`src/rtl/lge_pkg.sv`:
```
// Shared types and constants for the life generation engine.
// No dependencies; imported by lge_cell_rule, life_generation_engine and the testbench.
`default_nettype none
package lge_pkg;

	// Operation codes carried in the op field
	localparam logic [1:0] OP_WRITE   = 2'd0;
	localparam logic [1:0] OP_ADVANCE = 2'd1;
	localparam logic [1:0] OP_READ    = 2'd2;

	// Configuration register indexes
	localparam logic [1:0] CFG_ROWS = 2'd0;
	localparam logic [1:0] CFG_COLS = 2'd1;
	localparam logic [1:0] CFG_EDGE = 2'd2;

	localparam int CFG_W    = 7;
	localparam int IN_TW    = 16;
	localparam int OUT_TW   = 8;

	// B3/S23 thresholds
	typedef logic [3:0] count_t;
	localparam count_t BIRTH_COUNT  = 4'd3;
	localparam count_t SURVIVE_LOW  = 4'd2;
	localparam count_t SURVIVE_HIGH = 4'd3;

	typedef enum logic [3:0] {
		ST_CLEAR,
		ST_IDLE,
		ST_WR_RD,
		ST_WR_WB,
		ST_RD_RD,
		ST_ADV_RD1,
		ST_ADV_RD2,
		ST_ADV_CELL,
		ST_ADV_WR,
		ST_ADV_ZERO,
		ST_FIN
	} lge_state_t;

endpackage
`default_nettype wire

```
`src/rtl/lge_cell_rule.sv`:
```
// Next state of one cell from its three rows (B3/S23, column edge handling).
// Depends on lge_pkg.
`default_nettype none
module lge_cell_rule
	import lge_pkg::*;
#(
	parameter int MAX_COLS = 64
) (
	input  wire logic [MAX_COLS-1:0]                up_row,
	input  wire logic [MAX_COLS-1:0]                mid_row,
	input  wire logic [MAX_COLS-1:0]                dn_row,
	input  wire logic [$clog2(MAX_COLS)-1:0]        col,
	input  wire logic [$clog2(MAX_COLS+1)-1:0]      nc,
	input  wire logic                               wrap,
	output logic                                    cell_next
);

	localparam int CW  = $clog2(MAX_COLS);
	localparam int CW1 = $clog2(MAX_COLS+1);

	logic [CW1-1:0] col_inc;
	logic [CW-1:0]  lft, rgt;
	logic           lft_ok, rgt_ok, alive;
	count_t         cnt;

	always_comb begin
		col_inc = CW1'(col) + CW1'(1);
		// left neighbor column
		if (col == '0) begin
			lft    = CW'(nc - CW1'(1));
			lft_ok = wrap;
		end else begin
			lft    = col - CW'(1);
			lft_ok = 1'b1;
		end
		// right neighbor column
		if (col_inc == nc) begin
			rgt    = '0;
			rgt_ok = wrap;
		end else begin
			rgt    = CW'(col_inc);
			rgt_ok = 1'b1;
		end

		alive = mid_row[col];
		cnt = count_t'(up_row[col]) + count_t'(dn_row[col])
			+ count_t'(lft_ok & up_row[lft]) + count_t'(lft_ok & mid_row[lft])
			+ count_t'(lft_ok & dn_row[lft]) + count_t'(rgt_ok & up_row[rgt])
			+ count_t'(rgt_ok & mid_row[rgt]) + count_t'(rgt_ok & dn_row[rgt]);

		if (alive) begin
			cell_next = (cnt >= SURVIVE_LOW) && (cnt <= SURVIVE_HIGH);
		end else begin
			cell_next = (cnt == BIRTH_COUNT);
		end
	end

endmodule
`default_nettype wire

```
`config.mk`:
```
export PLATFORM = sky130hd
export DESIGN_NAME = lge_cell_rule
export DESIGN_NICKNAME = d
export VERILOG_FILES = /design/src/rtl/lge_pkg.sv /design/src/rtl/lge_cell_rule.sv
export SDC_FILE = /design/constraint.sdc
export NUM_CORES = 1
export LEC_CHECK = 0
export BUFFER_PORTS_ARGS = -buffer_cell sky130_fd_sc_hd__buf_2
export CORE_ASPECT_RATIO = 1.25
export CORE_MARGIN = 2
export CORE_UTILIZATION = 44
export DETAILED_ROUTE_END_ITERATION = 7
export PLACE_DENSITY = 0.84
export SETUP_SLACK_MARGIN = 0.4
export SLEW_MARGIN = 40
export SYNTH_ARGS = -nofsm -noshare
export SYNTH_HDL_FRONTEND = slang
export SYNTH_SLANG_ARGS = --single-unit
```
`constraint.sdc`:
```
create_clock -name vclk -period 8.7
set_input_delay 0.435 -clock vclk [all_inputs]
set_output_delay 0.435 -clock vclk [all_outputs]
set_load 0.02 [all_outputs]
```
==> results of run 1 <==
-- cells in the final DEF, fill, tap and decap left out, drive strengths merged, types with 7 or more instances in the layout --
| cell type | instances |
|---|---|
| a31oi | 16 |
| a22o | 14 |
| nand2 | 49 |
| xor2 | 7 |
| o31ai | 7 |
| nand3 | 13 |
| o211ai | 7 |
| buf | 227 |
| a211oi | 11 |
| a21oi | 24 |
| mux2i | 38 |
| xnor2 | 9 |
| o22ai | 10 |
| o21ai | 27 |
| nor2 | 29 |
| mux4 | 127 |
| inv | 16 |
-- per-stage QoR --
| stage | util, % | hold WS (ns) |
|---|---|---|
| floorplan | - | 1.50 |
| global route | 53.4 | 1.76 |
| detailed placement | 53.1 | 1.70 |
| CTS | 53.1 | 1.71 |
| global placement | 53.1 | 1.69 |
| finish | 53.4 | 1.70 |
-- routing by layer --
layer / vias up / wire length, um
met5: - / 0
met4: 0 / 882
met3: 98 / 2860
met2: 669 / 11300
met1: 3240 / 8270
li1: 2762 / -
-- path summary, 6_finish.rpt --
| path | to | slack, ns | cells past startpoint |
|---|---|---|---|
| hold / removal | cell_next | 1.70 | 5 |
| setup / recovery | cell_next | 1.37 | 22 |
-- cell type report --
cell class                 count  share of cell area, %
inverter                      16                  0.854
multi-input combinational    487                   79.0
tap                          171                   3.04
timing repair buffer         227                   17.1
-- logic make-up after synthesis --
family,after synthesis
compound gates,166
buf+inv,74
fa+ha+maj,10
simple gates,122
mux,171
xor+xnor,18
-- power by group through the flow --
stage          registers [mW]  logic [mW]  clock network, mW
3_5_place_dp                0       0.584                  0
2_1_floorplan               0       0.399                  0
6_report                    0       0.603                  0
3_3_place_gp                0       0.568                  0
4_1_cts                     0       0.588                  0
5_1_grt                     0       0.646                  0
==> run metrics, run 1 <==
post-synthesis cell type count=73; Peak VDD IR=0.0842 mV; Syn Area/Cell=10.5 um2; initial detailed-routing violation count=between 800 and 900; max_cap viols=0; Slew headroom=44.4%; pre-CTS setup slack=between 1 and 1.5 ns; Arrival @ worst endpoint=6.90 ns; crit path from=col[0]; postcts setup bufs=0; initial antenna violation count=0; Leak Pwr=~2.8 nW; final setup TNS=0 ns; Syn Inst Count=561; dpl cell area=7000 um2; area of the multi-input gates=5560 um2; CP max stage delay=0.55 ns; Net Count, Synth=777; Cell Area, Synth=5880 um2; 1st-pass router iterations=5; Die ar.=14300 um2; Adder-Cell Fraction of Synth Area=between 2 and 3%; worst path cell trace=buf_4 > buf_4 > nand3_2 > nor2_2 > xnor3_1 > nand3_1 > o21ai_0 > a22o_1 > a41oi_1 > nand4_1 > fa_1 > inv_1 > fa_1 > inv_1 > fa_1 > ha_1 > inv_1 > fa_1 > a2111oi_0 > a21oi_1 > nor3_1 > buf_2; num rows=47; fin crit share=84.3%; Worst Min Path Start=col[4]; Sw Pwr=approximately 320 uW; Vias/cell=around 7.5; Ports=between 200 and 250; Cell Count, Final, Fillers Out=roughly 900; CTS Hold Buffers Added=0; detailed-route via count=6769; compound-cell area share of the yosys netlist=21.3%; Req. time, crit path=8.27 ns; Simple-Gate Fraction of Synth Area=10.3%; f_max=around 140 MHz; WL/cell=between 20 and 30 um; FF/Latch Area=0 um2; final sequential cell count=0; Power per Cell Area=85.7 nW/um2; Slew @ Worst Pin=slightly above 0.8 ns; Hold Path Class=in -> out; setup violators final=0; fill count=roughly 1.2k; mux contribution to synthesized area=56.4%; chip width=107 um; Setup crit end kind=primary output; crit path launch type=input port; residual DRC count=0; vias in the first global route=6532; placed cell count=between 800 and 900; P&R area growth vs syn=19.7%; sequential power share=0%; Final ANT Viol Nets=0; top post-synthesis cells by area=mux4_2, mux2i_1, nand2_1, o21ai_0, a22o_1; post-synthesis xor/xnor area fraction=3.17%; core region area=13200 um2; final layout net count=~950; cell taking the most area after synthesis=mux4_2; GRT Residual Overflow=0; largest net degree at the start of global routing=51; count leader, synth=mux4_2; sequential element share of the synthesized area=0%; CP top delay family=adder cells; most used routing layer=met2; Post-CTS Resized=0; met2 Use GR=between 50% and 60%; worst-path cell with the longest stage delay=nand3_1; layout cell share with drive strength beyond 1=53.3%; initial core utilization=between 40 and 50%; input/output buffers=207; list of most frequent post-synthesis cells=mux4_2, nand2_1, mux2i_1, nor2_1, o21ai_0; Worst Path Max Fanout=33; final hold vios=0; Gate power share=100.0%; post-layout total power=603 uW; share of the synthesized area in the top cell type=48.7%; Slew Viols, Final=0; status=completed; setup repair after global routing missed its margin=no; Final Instance Area=7030 um2; Buf/Inv on CP=6; YS warnings=0; critical path type=in -> out; setup ws final=approximately 1.4 ns; final worst path period need=roughly 7.3 ns; Sw Share=53.6%; Clk pwr share=0%; RePlAce Congestion=1.00; M3 GR Usage=4.35%; Final HPWL DP=17800 um; first-pass GRT wire length=35800 um; final WL=23400 um; ANT cells=0; total track usage=a little under a third; met1 usage=42.9%; internal power=~280 uW; CLK BUF=0; largest family of logic cells by synthesized area=multiplexers; CP most frequent cell=fa_1; die height=133 um
No activity file was read; power rests on OpenSTA's default activity.
==> run 2, diff against run 1 <==
==> constraint.sdc (replaced) <==
create_clock -name vclk -period 7.19
set_input_delay 0.3595 -clock vclk [all_inputs]
set_output_delay 0.3595 -clock vclk [all_outputs]
set_load 0.02 [all_outputs]
==> run 2 against run 1 <==
  * Sequential share of layout area did not move
  * Sequential cell count did not move
  * Worst setup slack got worse by 0.61 ns
  * First-iteration DRC count fell by 3.2%
  * Final cell count rose by 1.4%
  * Critical endpoint unchanged
==> run metrics, run 2 (same netlist as run 1, synthesis figures left out) <==
Slew @ Worst Pin=0.785 ns (-0.0424 ns); P&R area growth vs syn=22.5%; internal power=361 uW (+29%); final worst path period need=6.43 ns; Hold Path Class=in -> out; FF/Latch Area=0 um2 (unchanged); Final HPWL DP=18400 um (+3.2%); RePlAce Congestion=1.04 (+3.3%); Die ar.=14300 um2 (unchanged); crit path launch type=input port; final WL=24100 um (+3.2%); ANT cells=0 (unchanged); input/output buffers=207 (unchanged); Gate power share=100.0% (about the same); detailed-route via count=6806 (+0.55%); residual DRC count=0 (unchanged); Slew headroom=47.4% (+3.0 points); setup violators final=0 (unchanged); met1 WL=8220 um (-0.65%); num rows=47 (unchanged); critical path type=in -> out; initial detailed-routing violation count=780 (-3.2%); Clk pwr share=0% (unchanged); sequential power share=0% (unchanged); final setup TNS=0 ns (unchanged); Setup crit end kind=primary output; chip width=107 um (unchanged); Cell Count, Final, Fillers Out=914 (+1.4%); die height=133 um (unchanged); initial antenna violation count=0 (unchanged); DR WL met3=3080 um (+7.4%); fill count=1184 (-3.3%); Peak VDD IR=0.198 mV (+130%); Sw Share=53.3% (-0.31 points); setup repair after global routing missed its margin=no; GRT Residual Overflow=0 (unchanged); core region area=13200 um2 (unchanged); total track usage=33.0% (+1.5 points); CLK BUF=0 (unchanged); WL/cell=26.4 um (+1.7%); vias in the first global route=6827 (+4.5%); initial core utilization=44.6% (unchanged); Final ANT Viol Nets=0 (unchanged); CTS Hold Buffers Added=0 (unchanged); Worst Path Max Fanout=49 (+48%); f_max=155 MHz; Req. time, crit path=6.83 ns (-1.44 ns); status=completed; first-pass GRT wire length=37400 um (+4.4%); final sequential cell count=0 (unchanged); Sw Pwr=412 uW (+28%); most common cell after layout, fill and taps aside=buf_2; uppermost layer routed=met4; final hold vios=0 (unchanged); Power per Cell Area=108 nW/um2 (+25%); largest net degree at the start of global routing=50 (-2.0%); Slew Viols, Final=0 (unchanged); final layout net count=961 (+1.4%); layout cell share with drive strength beyond 1=54.9% (+1.6 points); commonest non-fill, non-tap cells in the layout=buf_2, mux4_2, nand2_1; Vias/cell=7.45 (-0.88%); Ports=207 (unchanged); Arrival @ worst endpoint=6.08 ns (-0.82 ns); placed cell count=910 (+1.2%); Leak Pwr=2.87 nW (+2.8%); final design utilization=54.6% (+1.2 points); max_cap viols=0 (unchanged); WL met2=11500 um (+1.2%); fin crit share=89.5%; 1st-pass router iterations=6 (+1)
-- run 2: cell type report --
cell class	count	area [um2]	area share (%)
tap	171	214	2.97
timing repair buffer	240	1320	18.4
multi-input combinational	487	5600	77.8
inverter	16	62.6	0.869
-- run 2: path summary, 6_finish.rpt --
| check | start | end | cells after the start |
|---|---|---|---|
| setup / recovery | col[1] | cell_next | 22 |
| hold / removal | col[4] | cell_next | 5 |
-- run 2: what timing repair did --
item,4_1_cts,5_1_grt
setup endpoints to repair,0,1
resized for setup,0,4
buffers inserted,0,2
-- run 2: layer usage --
metal	vias up	GRT usage, %
li1	2793	-
met1	3247	44.4
met2	641	53.9
met3	125	4.75
met4	0	13.2
met5	-	0
-- run 2: power by group through the flow --
stage,Sequential (mW),Clock (mW),Combinational [mW]
after floorplan,0,0,0.519
after global placement,0,0,0.731
after detailed placement,0,0,0.747
after CTS,0,0,0.752
after global routing,0,0,0.837
final,0,0,0.774
-- run 2: critical path, stage by stage --
cell	delay [ns]
buf_2	0.15
clkbuf_8	0.39
nand3_2	0.23
nor2_2	0.26
xnor3_1	0.43
nand3_1	0.31
o21ai_0	0.32
a22o_1	0.32
a41oi_1	0.17
nand4_1	0.15
fa_1	0.50
inv_1	0.05
fa_1	0.47
inv_1	0.05
fa_1	0.51
ha_2	0.19
inv_1	0.06
fa_2	0.40
a2111oi_2	0.21
a21oi_1	0.09
nor3_2	0.16
buf_2	0.17
-- run 2: per-stage QoR --
step | power (mW) | area (um2) | hold slack (ns) | worst slack [ns]
2_1_floorplan | 0.519 | 5990 | 1.36 | 0.485
3_3_place_gp | 0.731 | 7130 | 1.55 | 0.683
3_5_place_dp | 0.747 | 7130 | 1.54 | 0.601
4_1_cts | 0.752 | 7130 | 1.54 | 0.552
5_1_grt | 0.837 | 7200 | 1.63 | 0.387
6_report | 0.774 | 7200 | 1.55 | 0.755
==> run 3, diff against run 2 <==
--- a/config.mk
+++ b/config.mk
@@ -5,12 +5,13 @@
 export SDC_FILE = /design/constraint.sdc
 export NUM_CORES = 1
 export LEC_CHECK = 0
+export ABC_AREA = 1
 export BUFFER_PORTS_ARGS = -buffer_cell sky130_fd_sc_hd__buf_2
 export CORE_ASPECT_RATIO = 1.25
 export CORE_MARGIN = 2
 export CORE_UTILIZATION = 44
 export DETAILED_ROUTE_END_ITERATION = 7
-export PLACE_DENSITY = 0.84
+export PLACE_DENSITY = 0.82
 export SETUP_SLACK_MARGIN = 0.4
 export SLEW_MARGIN = 40
 export SYNTH_ARGS = -nofsm -noshare
==> run 3 against run 2 <==
  * The run now ends with design-rule violations left
  * Area after synthesis rose by 13%
  * Synthesized cell count rose by 150%
  * Power fell by 6.6%
  * Non-clock buffer count rose by 3
  * Combinational power fell by 6.7%
  * Largest cell class unchanged
==> run metrics, run 3 <==
status=complete, but fails checks; failing checks=design-rule violations; worst-path cell with the longest stage delay=inv_1; Hold WS=1.42 ns (-0.136 ns); Vias/cell=6.43 (-14%); sequential element share of the synthesized area=0% (unchanged); commonest non-fill, non-tap cells in the layout=nand2_1, nand3_1, buf_2; GRT Residual Overflow=0 (unchanged); max_cap viols=0 (unchanged); f_max=153 MHz (-1.5%); CP max stage delay=0.53 ns (+0.02 ns); setup repair after global routing missed its margin=no; fin crit share=90.9% (+1.4 points); final setup TNS=0 ns (unchanged); Arrival @ worst endpoint=6.17 ns (+0.09 ns); initial core utilization=44.6% (about the same); CTS Hold Buffers Added=0 (unchanged); P&R area growth vs syn=14.7%; ANT cells=0 (unchanged); num rows=50 (+6.4%); dpl cell area=7530 um2 (+5.7%); Peak VDD IR=0.106 mV (-46%); placed cell count=1676 (+84%); YS warnings=0 (unchanged); Syn Area/Cell=4.81 um2 (-54%); top post-synthesis cells by area=nand3_1, nand2_1, o21ai_0, o211ai_1, inv_1; initial detailed-routing violation count=2106 (+170%); final WL=30300 um (+26%); setup ws final=0.656 ns (-0.0992 ns); final worst path period need=6.53 ns (+0.0991 ns); Final ANT Viol Nets=0 (unchanged); Hold Path Class=in -> out; layout cell share with drive strength beyond 1=17.9% (-37 points); largest net degree at the start of global routing=86 (+72%); pre-CTS setup slack=0.693 ns (+0.0915 ns); Buf/Inv on CP=8 (+2); Die ar.=16000 um2 (+12%); RePlAce Congestion=1.00 (-3.0%); vias in the first global route=9412 (+38%); core region area=14800 um2 (+13%); die height=141 um (+5.9%); final sequential cell count=0 (unchanged); Slew headroom=47.0% (-0.38 points); Slew Viols, Final=0 (unchanged); Worst Path Max Fanout=22 (-55%); final layout net count=1717 (+79%); CP top delay family=adder cells; Cell Count, Final, Fillers Out=1681 (+84%); Net Count, Synth=1591 (+100%); Power per Cell Area=95.2 nW/um2 (-11%); critical path type=in -> out; initial antenna violation count=0 (unchanged); share of the synthesized area in the top cell type=23.2% (-26 points); Final Instance Area=7590 um2 (+5.4%); detailed-route via count=10.8k (+59%); first-pass GRT wire length=46600 um (+24%); count leader, synth=nand2_1; Final HPWL DP=21600 um (+17%); CLK BUF=0 (unchanged); fill count=1586 (+34%); input/output buffers=207 (unchanged); total track usage=35.2% (+2.1 points); Cell Area, Synth=6620 um2 (+13%); Ports=207 (unchanged); chip width=114 um (+5.9%); Setup crit end kind=primary output; list of most frequent post-synthesis cells=nand2_1, nand3_1, o21ai_0, inv_1, a21oi_1; WL/cell=18.0 um (-32%); setup violators final=0 (unchanged); cell taking the most area after synthesis=nand3_1; Slew @ Worst Pin=0.795 ns (+0.00942 ns); post-synthesis cell type count=38 (-48%); crit path launch type=input port; 1st-pass router iterations=8 (+2); most common cell after layout, fill and taps aside=nand2_1; Leak Pwr=3.92 nW (+37%); Req. time, crit path=6.83 ns (about the same); Syn Inst Count=1375 (+150%); residual DRC count=2 (+2); FF/Latch Area=0 um2 (unchanged); final hold vios=0 (unchanged)
## run 3: changes by cell type after synthesis, moves of 65 or more
cell,previous run,this run
nand3_1,11,306
nand2_1,49,340
mux4_2,127,0
inv_1,14,135
o21ai_0,27,137
a21oi_1,23,97
o211ai_1,7,73
nor2_1,27,92
## run 3: path summary, 6_finish.rpt
check / from / to / slack (ns) / cells after the start
min: col[5] / cell_next / 1.42 / 5
max: col[1] / cell_next / 0.66 / 30
## run 3: where the power goes
| group | internal [mW] | switching [mW] | total [mW] |
|---|---|---|---|
| clock network | 0 | 0 | 0 |
| logic | 0.255 | 0.467 | 0.722 |
| registers | 0 | 0 | 0 |
| total | 0.255 | 0.467 | 0.722 |
## run 3: layer usage
metal | wire, um | up-vias | global-route usage (%) | part of all wire [%]
met4 | 2270 | 0 | 21.0 | 7.5
li1 | - | 4908 | - | -
met3 | 4470 | 239 | 6.06 | 15
met2 | 12900 | 1007 | 55.9 | 43
met5 | 0 | - | 0 | 0
met1 | 10700 | 4647 | 44.2 | 35
## run 3: logic make-up after synthesis
family                     after synthesis  share of synthesized area, %
and+or+nand+nor                        756                          49.7
AOI/OAI and AO/OA                      340                          29.9
buffers and inverters                  263                          17.2
adders and majority gates               10                          2.35
xor gates and xnor gates                 6                         0.908
## run 3: what timing repair did
item                       in CTS  in global routing
setup buffers                   0                  5
setup endpoints to repair       0                  1
gates resized for setup         0                  5
## run 3: final cells by class
type	count	area (um2)	share of cell area [%]
multi-input combinational	1112	5480	72.3
timing repair buffer	243	1330	17.5
inverter	144	548	7.22
tap	182	228	3.00
## run 3: stage by stage
stage,util [%],power (mW)
2_1_floorplan,-,0.463
3_3_place_gp,50.8,0.678
3_5_place_dp,50.8,0.687
4_1_cts,50.8,0.691
5_1_grt,51.2,0.788
6_report,51.2,0.722
## run 3: tightest hold or removal path: stages
cell     delay (ns)
buf_2          0.20
nand3_1        0.10
a21oi_1        0.14
nor3_1         0.08
buf_2          0.16
